$ cat src/hdl/pie_pkg.sv
// Shared types and constants for the packed identifier encoder.
// No dependencies; used by pie_pack and packed_id_encoder.
package pie_pkg;

  localparam int unsigned SEQ_MAX   = 9;
  localparam int unsigned ID_BYTES  = 8;
  localparam int unsigned LEN_W     = 4;

  localparam logic [7:0] LAZY_MASK_SHORT = 8'h0F;
  localparam logic [7:0] LAZY_MASK_LONG  = 8'hFF;
  localparam logic       MODE_FULL       = 1'b1;

  typedef logic [SEQ_MAX-1:0][7:0] seq_bytes_t;

  typedef struct packed {
    logic [LEN_W-1:0] len;
    seq_bytes_t       bytes;
  } pack_item_t;

endpackage

$ cat src/hdl/pie_pack.sv
// Three-stage packing pipeline: capture, mask/length, byte compaction.
// Depends on pie_pkg.
module pie_pack (
  input  logic                clk,
  input  logic                rst_n,
  input  logic                in_valid,
  output logic                in_ready,
  input  logic [31:0]         id_low,
  input  logic [31:0]         id_high,
  input  logic                mode,
  output logic                out_valid,
  input  logic                out_ready,
  output pie_pkg::pack_item_t out_item
);

  logic        s1_v_r;
  logic [63:0] s1_id_r;
  logic        s1_mode_r;

  logic        s2_v_r;
  logic [63:0] s2_id_r;
  logic [7:0]  s2_mask_r;
  logic [pie_pkg::LEN_W-1:0] s2_len_r;

  logic                s3_v_r;
  pie_pkg::pack_item_t s3_item_r;

  logic ready1, ready2, ready3;

  logic [7:0]                s2_mask_nxt;
  logic [pie_pkg::LEN_W-1:0] s2_len_nxt;
  pie_pkg::seq_bytes_t       s3_bytes_nxt;

  assign ready3   = !s3_v_r || out_ready;
  assign ready2   = !s2_v_r || ready3;
  assign ready1   = !s1_v_r || ready2;
  assign in_ready = ready1;

  always_comb begin
    logic [7:0] nz;
    nz = '0;
    for (int i = 0; i < pie_pkg::ID_BYTES; i++) begin
      nz[i] = (s1_id_r[8*i +: 8] != 8'h00);
    end
    if (s1_mode_r == pie_pkg::MODE_FULL) begin
      s2_mask_nxt = nz;
    end else if (s1_id_r[63:32] != 32'h0) begin
      s2_mask_nxt = pie_pkg::LAZY_MASK_LONG;
    end else begin
      s2_mask_nxt = pie_pkg::LAZY_MASK_SHORT;
    end
    s2_len_nxt = pie_pkg::LEN_W'(1);
    for (int i = 0; i < pie_pkg::ID_BYTES; i++) begin
      s2_len_nxt = s2_len_nxt + pie_pkg::LEN_W'(s2_mask_nxt[i]);
    end
  end

  always_comb begin
    logic [2:0] pos;
    pos          = '0;
    s3_bytes_nxt = '0;
    s3_bytes_nxt[0] = s2_mask_r;
    for (int i = 0; i < pie_pkg::ID_BYTES; i++) begin
      if (s2_mask_r[i]) begin
        s3_bytes_nxt[pie_pkg::LEN_W'(pos) + pie_pkg::LEN_W'(1)] = s2_id_r[8*i +: 8];
        pos = pos + 3'd1;
      end
    end
  end

  always_ff @(posedge clk) begin
    if (!rst_n) begin
      s1_v_r <= 1'b0;
      s2_v_r <= 1'b0;
      s3_v_r <= 1'b0;
    end else begin
      if (ready1) begin
        s1_v_r <= in_valid;
      end
      if (ready2) begin
        s2_v_r <= s1_v_r;
      end
      if (ready3) begin
        s3_v_r <= s2_v_r;
      end
    end
  end

  always_ff @(posedge clk) begin
    if (in_valid && ready1) begin
      s1_id_r   <= {id_high, id_low};
      s1_mode_r <= mode;
    end
    if (s1_v_r && ready2) begin
      s2_id_r   <= s1_id_r;
      s2_mask_r <= s2_mask_nxt;
      s2_len_r  <= s2_len_nxt;
    end
    if (s2_v_r && ready3) begin
      s3_item_r.len   <= s2_len_r;
      s3_item_r.bytes <= s3_bytes_nxt;
    end
  end

  assign out_valid = s3_v_r;
  assign out_item  = s3_item_r;

endmodule

$ cat src/hdl/packed_id_encoder.sv
// Packed identifier encoder: a 64-bit identifier in, a mask byte and its
// kept bytes out. Depends on pie_pkg and pie_pack.
//
// Usage:
//   in_*  : one beat carries one identifier, id_low in tdata[31:0] and
//           id_high in tdata[63:32].
//   out_* : one beat per packed byte; the mask byte comes first (tuser high)
//           and tlast marks the final byte of the sequence. tdata[11:8]
//           carries the sequence length on every beat.
//   cfg_* : cfg_wr_en writes full_pack_mode from cfg_wr_data (1 = drop zero
//           bytes, 0 = fixed 5- or 9-byte form). Write only while idle.
// The mask byte passes the packing stages, the serialiser and the output register.
// Throughput: the byte-wide serialiser sends all of a sequence (1 to 9 bytes)
//   before it loads the next identifier, which it may load as the last byte
//   goes; the three packing stages take a new identifier every cycle unless stalled.
// Reset: all stages empty, full_pack_mode = 1.
// Stall: while out_tready is low the output beat holds; the serialiser and
//   the packing stages fill up and then hold in_tready low. Nothing is lost.
module packed_id_encoder (
  input  logic        clk,
  input  logic        rst_n,
  input  logic        in_tvalid,
  output logic        in_tready,
  input  logic [63:0] in_tdata,   // [31:0] id_low, [63:32] id_high
  output logic        out_tvalid,
  input  logic        out_tready,
  output logic [15:0] out_tdata,  // [7:0] out_byte, [11:8] seq_length, [15:12] zero
  output logic        out_tuser,  // is_mask_byte
  output logic        out_tlast,  // last_byte
  input  logic        cfg_wr_en,
  input  logic        cfg_wr_data // full_pack_mode
);

  logic cfg_mode_r;

  logic                pk_valid;
  logic                pk_ready;
  pie_pkg::pack_item_t pk_item;

  logic                      ser_v_r;
  pie_pkg::seq_bytes_t       ser_seq_r;
  logic [pie_pkg::LEN_W-1:0] ser_rem_r;
  logic [pie_pkg::LEN_W-1:0] ser_len_r;
  logic                      ser_first_r;

  logic                      out_valid_r;
  logic [7:0]                out_byte_r;
  logic [pie_pkg::LEN_W-1:0] out_len_r;
  logic                      out_mask_r;
  logic                      out_last_r;

  logic out_free, emit, ser_last;

  always_ff @(posedge clk) begin
    if (!rst_n) begin
      cfg_mode_r <= pie_pkg::MODE_FULL;
    end else if (cfg_wr_en) begin
      cfg_mode_r <= cfg_wr_data;
    end
  end

  pie_pack u_pack (
    .clk       (clk),
    .rst_n     (rst_n),
    .in_valid  (in_tvalid),
    .in_ready  (in_tready),
    .id_low    (in_tdata[31:0]),
    .id_high   (in_tdata[63:32]),
    .mode      (cfg_mode_r),
    .out_valid (pk_valid),
    .out_ready (pk_ready),
    .out_item  (pk_item)
  );

  assign out_free = !out_valid_r || out_tready;
  assign emit     = ser_v_r && out_free;
  assign ser_last = (ser_rem_r == pie_pkg::LEN_W'(1));
  assign pk_ready = !ser_v_r || (emit && ser_last);

  always_ff @(posedge clk) begin
    if (!rst_n) begin
      ser_v_r     <= 1'b0;
      out_valid_r <= 1'b0;
    end else begin
      if (pk_ready) begin
        ser_v_r <= pk_valid;
      end
      if (out_free) begin
        out_valid_r <= ser_v_r;
      end
    end
  end

  always_ff @(posedge clk) begin
    if (pk_ready && pk_valid) begin
      ser_seq_r   <= pk_item.bytes;
      ser_rem_r   <= pk_item.len;
      ser_len_r   <= pk_item.len;
      ser_first_r <= 1'b1;
    end else if (emit) begin
      ser_seq_r   <= {8'h00, ser_seq_r[pie_pkg::SEQ_MAX-1:1]};
      ser_rem_r   <= ser_rem_r - pie_pkg::LEN_W'(1);
      ser_first_r <= 1'b0;
    end
    if (emit) begin
      out_byte_r <= ser_seq_r[0];
      out_len_r  <= ser_len_r;
      out_mask_r <= ser_first_r;
      out_last_r <= ser_last;
    end
  end

  assign out_tvalid = out_valid_r;
  assign out_tdata  = {4'h0, out_len_r, out_byte_r};
  assign out_tuser  = out_mask_r;
  assign out_tlast  = out_last_r;

  a_rem_range: assert property (@(posedge clk) disable iff (!rst_n)
    ser_v_r |-> (ser_rem_r != '0) && (ser_rem_r <= ser_len_r))
    else $error("serialiser remaining count out of range");

  a_len_range: assert property (@(posedge clk) disable iff (!rst_n)
    pk_valid |-> (pk_item.len != '0) && (pk_item.len <= pie_pkg::LEN_W'(pie_pkg::SEQ_MAX)))
    else $error("packed length out of range");

  a_single_mask: assert property (@(posedge clk) disable iff (!rst_n)
    (out_tvalid && out_tuser && (out_tdata[11:8] == 4'd1)) |-> out_tlast)
    else $error("one-byte sequence without last flag");

  a_after_last: assert property (@(posedge clk) disable iff (!rst_n)
    (out_tvalid && out_tready && out_tlast) |=> (!out_tvalid || out_tuser))
    else $error("sequence does not restart with a mask byte");

  a_hold_busy: assert property (@(posedge clk) disable iff (!rst_n)
    (emit && !ser_last) |=> ser_v_r)
    else $error("serialiser dropped a sequence early");

endmodule
$ cat config.mk
export PLATFORM = sky130hd
export DESIGN_NAME = packed_id_encoder
export DESIGN_NICKNAME = d
export VERILOG_FILES = /design/src/hdl/pie_pkg.sv /design/src/hdl/pie_pack.sv /design/src/hdl/packed_id_encoder.sv
export SDC_FILE = /design/constraint.sdc
export NUM_CORES = 1
export LEC_CHECK = 0
export BUFFER_PORTS_ARGS = -buffer_cell sky130_fd_sc_hd__clkbuf_2
export CORE_MARGIN = 3
export CORE_UTILIZATION = 35
export DETAILED_ROUTE_END_ITERATION = 7
export PLACE_DENSITY_LB_ADDON = 0.08
export SYNTH_ARGS = -nofsm -noshare
export SYNTH_HDL_FRONTEND = slang
export SYNTH_SLANG_ARGS = --single-unit
$ cat constraint.sdc
create_clock -name clk -period 11.08 [get_ports clk]
set_clock_uncertainty 0.15 [all_clocks]
set_input_delay 3.324 -clock clk [delete_from_list [all_inputs] [get_ports clk]]
set_output_delay 3.324 -clock clk [all_outputs]
set_load 0.01 [all_outputs]
Word level (Yosys, flattened, before mapping)
Index checks and enable logic that the tools add are counted.
Storage, ports and cells
  register bits after elaboration: 318
  bits in latches: 0
  RAM bits: 0
  ROM bits: 0
  bits of input ports: 70
  output and inout port bits: 20
  logic and storage cells: 149
  memories kept: 0
Cells by class
  $add $sub $neg: 22
  multiply operators: 0
  divide/modulo/power cells: 0
  $lt $le $gt $ge: 14
  equality and inequality tests: 1
  shift-type cells: 0
  muxes and demuxes: 42
  bitwise gates (word level): 0
  reduce and logical (&&, ||, !) cells: 33
Operators with widths (number)
  72-bit two-way mux: 9
  72-bit bitwise mux: 7
  8-bit demux with 4-bit select: 7
  8-bit two-way mux: 10
  8-bit nonzero test: 8
  4-bit by 5-bit < comparator with 1-bit output, second input constant: 7
  32-bit nonzero test: 1
  4-bit by 1-bit adder with 4-bit output: 7
  4-bit by 1-bit >= comparator with 1-bit output, second input constant: 7
  3-bit by 1-bit adder with 4-bit output, second input constant: 6
  3-bit two-way mux: 6
  3-bit by 1-bit adder with 3-bit output, second input constant: 5
  1-bit logical AND: 13
  4-bit two-way mux: 2
  1-bit logical NOT: 5
  1-bit logical OR: 5
  1-bit by 1-bit adder with 2-bit output, second input constant: 2
  4-bit by 1-bit equality test with 1-bit output, second input constant: 1
  4-bit by 1-bit subtractor with 4-bit output, second input constant: 1
  1-bit by 1-bit adder with 2-bit output, first input constant: 1
  2-bit nonzero test: 1
  1-bit two-way mux: 1

Depth between registers and ports, before layout
  depth after elaboration: 20
  mapped depth: 26
  mapped depth without buffers: 22

Modules after synthesis
A second synthesis with hierarchy kept.
Unflattened totals
  cell total of the unflattened synthesis: 1343
  area total of the unflattened synthesis: 16589.7 um^2
By module, submodules not included
  pie_pack: instances 1, cells each 1132, area each 12462.0 um^2, seq. area each 6576.3 um^2
  packed_id_encoder: instances 1, cells each 211, area each 4127.7 um^2, seq. area each 2902.8 um^2

Least setup slack after synthesis
Ideal clock, no wire load.
  path type: input port to flip-flop
  from: in out_tready
  to: reg u_pack.s3_item_r (netlist bit u_pack.out_item[0]) (enable)
  setup time: 626 ps
  arrival: 9095 ps
  data required time: 10304 ps
  slack: 1209 ps
  cell stages on the path: 3
  path buffers: 0
  cell sequence: nand2b_1 -> a21oi_1 -> a21boi_0
Between the ends
  longest elaborated chain between the ends: 6
RTL lines
  start: declaration: RTL line packed_id_encoder.sv:26  | input logic out_tready,
  1-bit logical OR: RTL line packed_id_encoder.sv:75  | assign out_free = !out_valid_r || out_tready;
  1-bit logical AND: RTL line packed_id_encoder.sv:76  | assign emit = ser_v_r && out_free;
  1-bit logical AND: RTL line packed_id_encoder.sv:78  | assign pk_ready = !ser_v_r || (emit && ser_last);
  1-bit logical OR: RTL line packed_id_encoder.sv:78
  1-bit logical OR: RTL line pie_pack.sv:34  | assign ready3 = !s3_v_r || out_ready;
  1-bit logical AND: RTL line pie_pack.sv:99  | if (s2_v_r && ready3) begin
  end: declaration: RTL line pie_pack.sv:26  | pie_pkg::pack_item_t s3_item_r;
Every way passes these cells.
A chain may end at the register's enable or synchronous reset.

Final worst setup path
  from: in out_tready
  to: out in_tready
Between the ends
  longest elaborated chain between the ends: 7
RTL lines
  1-bit logical OR: RTL line packed_id_encoder.sv:75
  1-bit logical AND: RTL line packed_id_encoder.sv:76
  1-bit logical AND: RTL line packed_id_encoder.sv:78
  1-bit logical OR: RTL line packed_id_encoder.sv:78
  1-bit logical OR: RTL line pie_pack.sv:34
  1-bit logical OR: RTL line pie_pack.sv:35  | assign ready2 = !s2_v_r || ready3;
  1-bit logical OR: RTL line pie_pack.sv:36  | assign ready1 = !s1_v_r || ready2;
  end: declaration: RTL line packed_id_encoder.sv:23  | output logic in_tready,
Every way passes these cells.

==> results_dict.tcl <==
set metrics [dict create \
    cp.required_ns 7.61 \
    r2r_cells 17 \
    gp_congestion 0.902 \
    cp-start-kind "input pin" \
    clk_latency_ns 0.55 \
    synth-async-reset-ratio 0 \
    worstHoldPathType "reg2reg" \
    ios 90 \
    antenna_found_initial 1 \
    hold_depth 0 \
    cts_root_buffer "clkbuf_16" \
    final_nets 1573 \
    synthFlopType "edfxtp_1" \
    static-leakage-power_uw 0.00690 \
    floorplan.initialDensity 0.354 \
    die-area_um2 49900 \
    fmax_mhz 124 \
    cap_violations 0 \
    setup_tns_ns 0 \
    tightest_slew_ns 1.10 \
    postSynthAreaPerCell_um2 11.5 \
    path_max_fanout 5 \
    core_area_um2 46700 \
    maxSlewHeadroom 0.264 \
    cts_resized 0 \
    overflow 0 \
    r2r-end "u_pack.out_item[55]" \
    powerDensity_nw_per_um2 142 \
    cpPeakStageDelay_ns 0.39 \
    first_pass_iters 5 \
    cts_buffer_depth 3 \
    antenna_left 0 \
    drc 0 \
    dp_cells 2042 \
    drv_slew 0 \
    tritoncts "yes" \
    syn2layout_area_growth_pct 11.6 \
    ys_types 73 \
    cts_buffers 36 \
    critical_path_arrival_ns 4.59 \
    routed_wl_um 47900 \
    hold_end "u_pack.out_item[72]" \
    drive_above_1_share 0.178 \
    fillers 4555 \
    cts.clk_slew.worst_paths_ns 0.06 \
    setup_ws_ns 3.02 \
    post_drt_wl_per_cell_um 22.8 \
    core.rowCount 79 \
    place_ws_ns 3.01 \
    instances_no_fill 2104 \
    hold_viol 0 \
    grt_pass1_vias 10600 \
    grt_max_degree 79 \
    insertedDiodeCount 0 \
    die_h_um 223 \
    cts_num_sinks 318 \
    rsz0062_at_grt "no" \
    hpwl_um 34200 \
    die_x_um 223 \
    crit_chain "clkbuf_2, nand2b_1, a21oi_1, and3_1, nand2_1, clkbuf_2" \
    cpMaxStageDelayCell "a21oi_1" \
    finalSetupViolCount 0 \
    regArea_um2 9480 \
    viasPerCell 5.26 \
    synth_edf_count 311 \
    grtUsageTotal 0.190 \
    period_share 0.728 \
    critPathKind "in2out" \
    seq_area_frac_synth 0.573 \
    vias 11100 \
    grt_pass1_wl_um 70700 \
    drt_iter0_drc 1012 \
    cts_setup_buffers 0 \
    fin_crit_ns 8.06 \
    port_buffers 85 \
    netlist_area_um2 16500 \
    ys_ff_latch 318 \
    rr_startpoint "u_pack.s2_mask_r[0]" \
    postCtsHoldBufs 0 \
    yosys_warnings 0 \
    status "completed" \
    hold_start "u_pack.s2_len_r[0]" \
    r2r_slack_ns 4.43 \
    multi_input_area_um2 6520 \
    netlist_instances 1437 \
    vdd_drop_max_mv 0.107 \
    endpoint_kind "primary output" \
    cts_max_level 2 \
    crit_path_frequent_cell "clkbuf_2" \
]
[sequential cells by signal, summed over array words and instances (netlist names), 4 cells and up]
register / count
u_pack.out_item: 76
ser_seq_r: 72
u_pack.s1_id_r: 64
u_pack.s2_id_r: 64
out_byte_r: 8
u_pack.s2_mask_r: 8
out_len_r: 4
ser_len_r: 4
ser_rem_r: 4
u_pack.s2_len_r: 4
[Yosys cell counts, types with 4 or more instances]
| library cell | n | area [um^2] |
|---|---|---|
| a211oi_1 | 9 | 67.6 |
| a211oi_2 | 16 | 200 |
| a21boi_0 | 5 | 37.5 |
| a21o_1 | 7 | 52.6 |
| a21oi_1 | 31 | 155 |
| a21oi_2 | 4 | 35.0 |
| a22o_1 | 13 | 114 |
| a22oi_1 | 15 | 113 |
| a32o_1 | 16 | 160 |
| and2_1 | 25 | 156 |
| and2_4 | 4 | 35.0 |
| buf_1 | 18 | 67.6 |
| buf_2 | 19 | 95.1 |
| buf_4 | 6 | 45.0 |
| buf_6 | 5 | 56.3 |
| clkbuf_1 | 50 | 188 |
| dfxtp_1 | 7 | 140 |
| edfxtp_1 | 311 | 9340 |
| fa_1 | 5 | 100 |
| ha_1 | 25 | 313 |
| inv_1 | 34 | 128 |
| mux2_2 | 69 | 777 |
| mux2i_1 | 70 | 701 |
| nand2_1 | 313 | 1170 |
| nand2b_1 | 6 | 37.5 |
| nand3_1 | 36 | 180 |
| nand4_1 | 8 | 50.1 |
| nor2_1 | 85 | 319 |
| nor2_2 | 5 | 31.3 |
| nor2b_1 | 5 | 31.3 |
| nor3_1 | 30 | 150 |
| nor3b_1 | 10 | 75.1 |
| nor4_1 | 6 | 37.5 |
| o211a_1 | 4 | 40.0 |
| o211ai_1 | 29 | 218 |
| o21a_1 | 4 | 30.0 |
| o21ai_0 | 38 | 190 |
| o21ai_1 | 7 | 35.0 |
| o32ai_1 | 7 | 61.3 |
| or3b_1 | 8 | 70.1 |
| or4_1 | 11 | 82.6 |
| xnor2_1 | 9 | 78.8 |
[kinds of logic (layout without fill, tap and decap cells)]
| logic type | after synthesis | after routing | synth area share |
|---|---|---|---|
| multiplexers | 139 | 139 | 0.0894 |
| flip-flops | 318 | 318 | 0.573 |
| adder cells (fa/ha/maj) | 30 | 30 | 0.0250 |
| AND/OR/NAND/NOR | 568 | 568 | 0.155 |
| XOR/XNOR | 18 | 18 | 0.0155 |
| buffers and inverters | 134 | 191 | 0.0356 |
| AO/OA/AOI/OAI | 229 | 229 | 0.106 |
| other | 1 | 4 | 0.000227 |
[cell usage in the layout (no fill, tap or decap), types with 9 or more instances in the layout]
master / n
nand2_1: 313
edfxtp_1: 311
nor2_1: 85
clkbuf_2: 85
mux2i_1: 70
mux2_2: 69
o21ai_0: 38
nand3_1: 36
clkbuf_16: 36
inv_1: 33
nor3_1: 30
a21oi_1: 30
o211ai_1: 29
and2_1: 25
ha_1: 25
a32o_1: 16
a211oi_2: 16
a22oi_1: 15
a22o_1: 13
or4_1: 11
nor3b_1: 10
xnor2_1: 9
a211oi_1: 9
clkbuf_1: 9
buf_4: 9
[per-layer routing]
metal	up-vias	global-route usage	share of wire
li1	5316	-	-
met1	5349	0.275	0.47
met2	314	0.288	0.44
met3	85	0.0351	0.050
met4	0	0.0652	0.030
met5	-	0	0
[worst max path at each step]
stage / from / to / slack (ns) / depth (start not counted)
finish: out_tready / in_tready / 3.02 / 6
global route: out_tready / in_tready / 2.88 / 6
CTS: out_tready / in_tready / 3.00 / 6
detailed placement: out_tready / in_tready / 3.01 / 6
global placement: out_tready / in_tready / 3.02 / 6
floorplan: out_tready / u_pack.out_item[0] / 1.21 / 3
[report_power, final]
group	total [uW]	switching [uW]	internal [uW]
Sequential	1410	33.3	1380
Combinational	112	70.9	40.7
Clock	1100	471	626
[area by class of cell]
type                       instances  share of cell area
tap                              607              0.0412
clock inverter                    17             0.00759
multi-input combinational        988               0.353
inverter                          35             0.00712
sequential                       318               0.514
clock buffer                      45              0.0507
timing repair buffer              94              0.0267
[critical path: cells and delay by family]
family,cells,cell delay [ns]
AND/OR/NAND/NOR,3,0.66
AO/OA/AOI/OAI,1,0.39
buffers and inverters,2,0.22
[through the flow]
step	total power [uW]	area (um^2)	util	hold WS, ns
finish	2620	18500	0.396	0.267
global route	2730	18500	0.396	0.272
CTS	2670	18500	0.396	0.267
detailed placement	1550	17400	0.372	0.255
global placement	1550	17400	0.372	0.252
floorplan	1500	16500	-	0.250
Power figures use the tool's default switching activity.
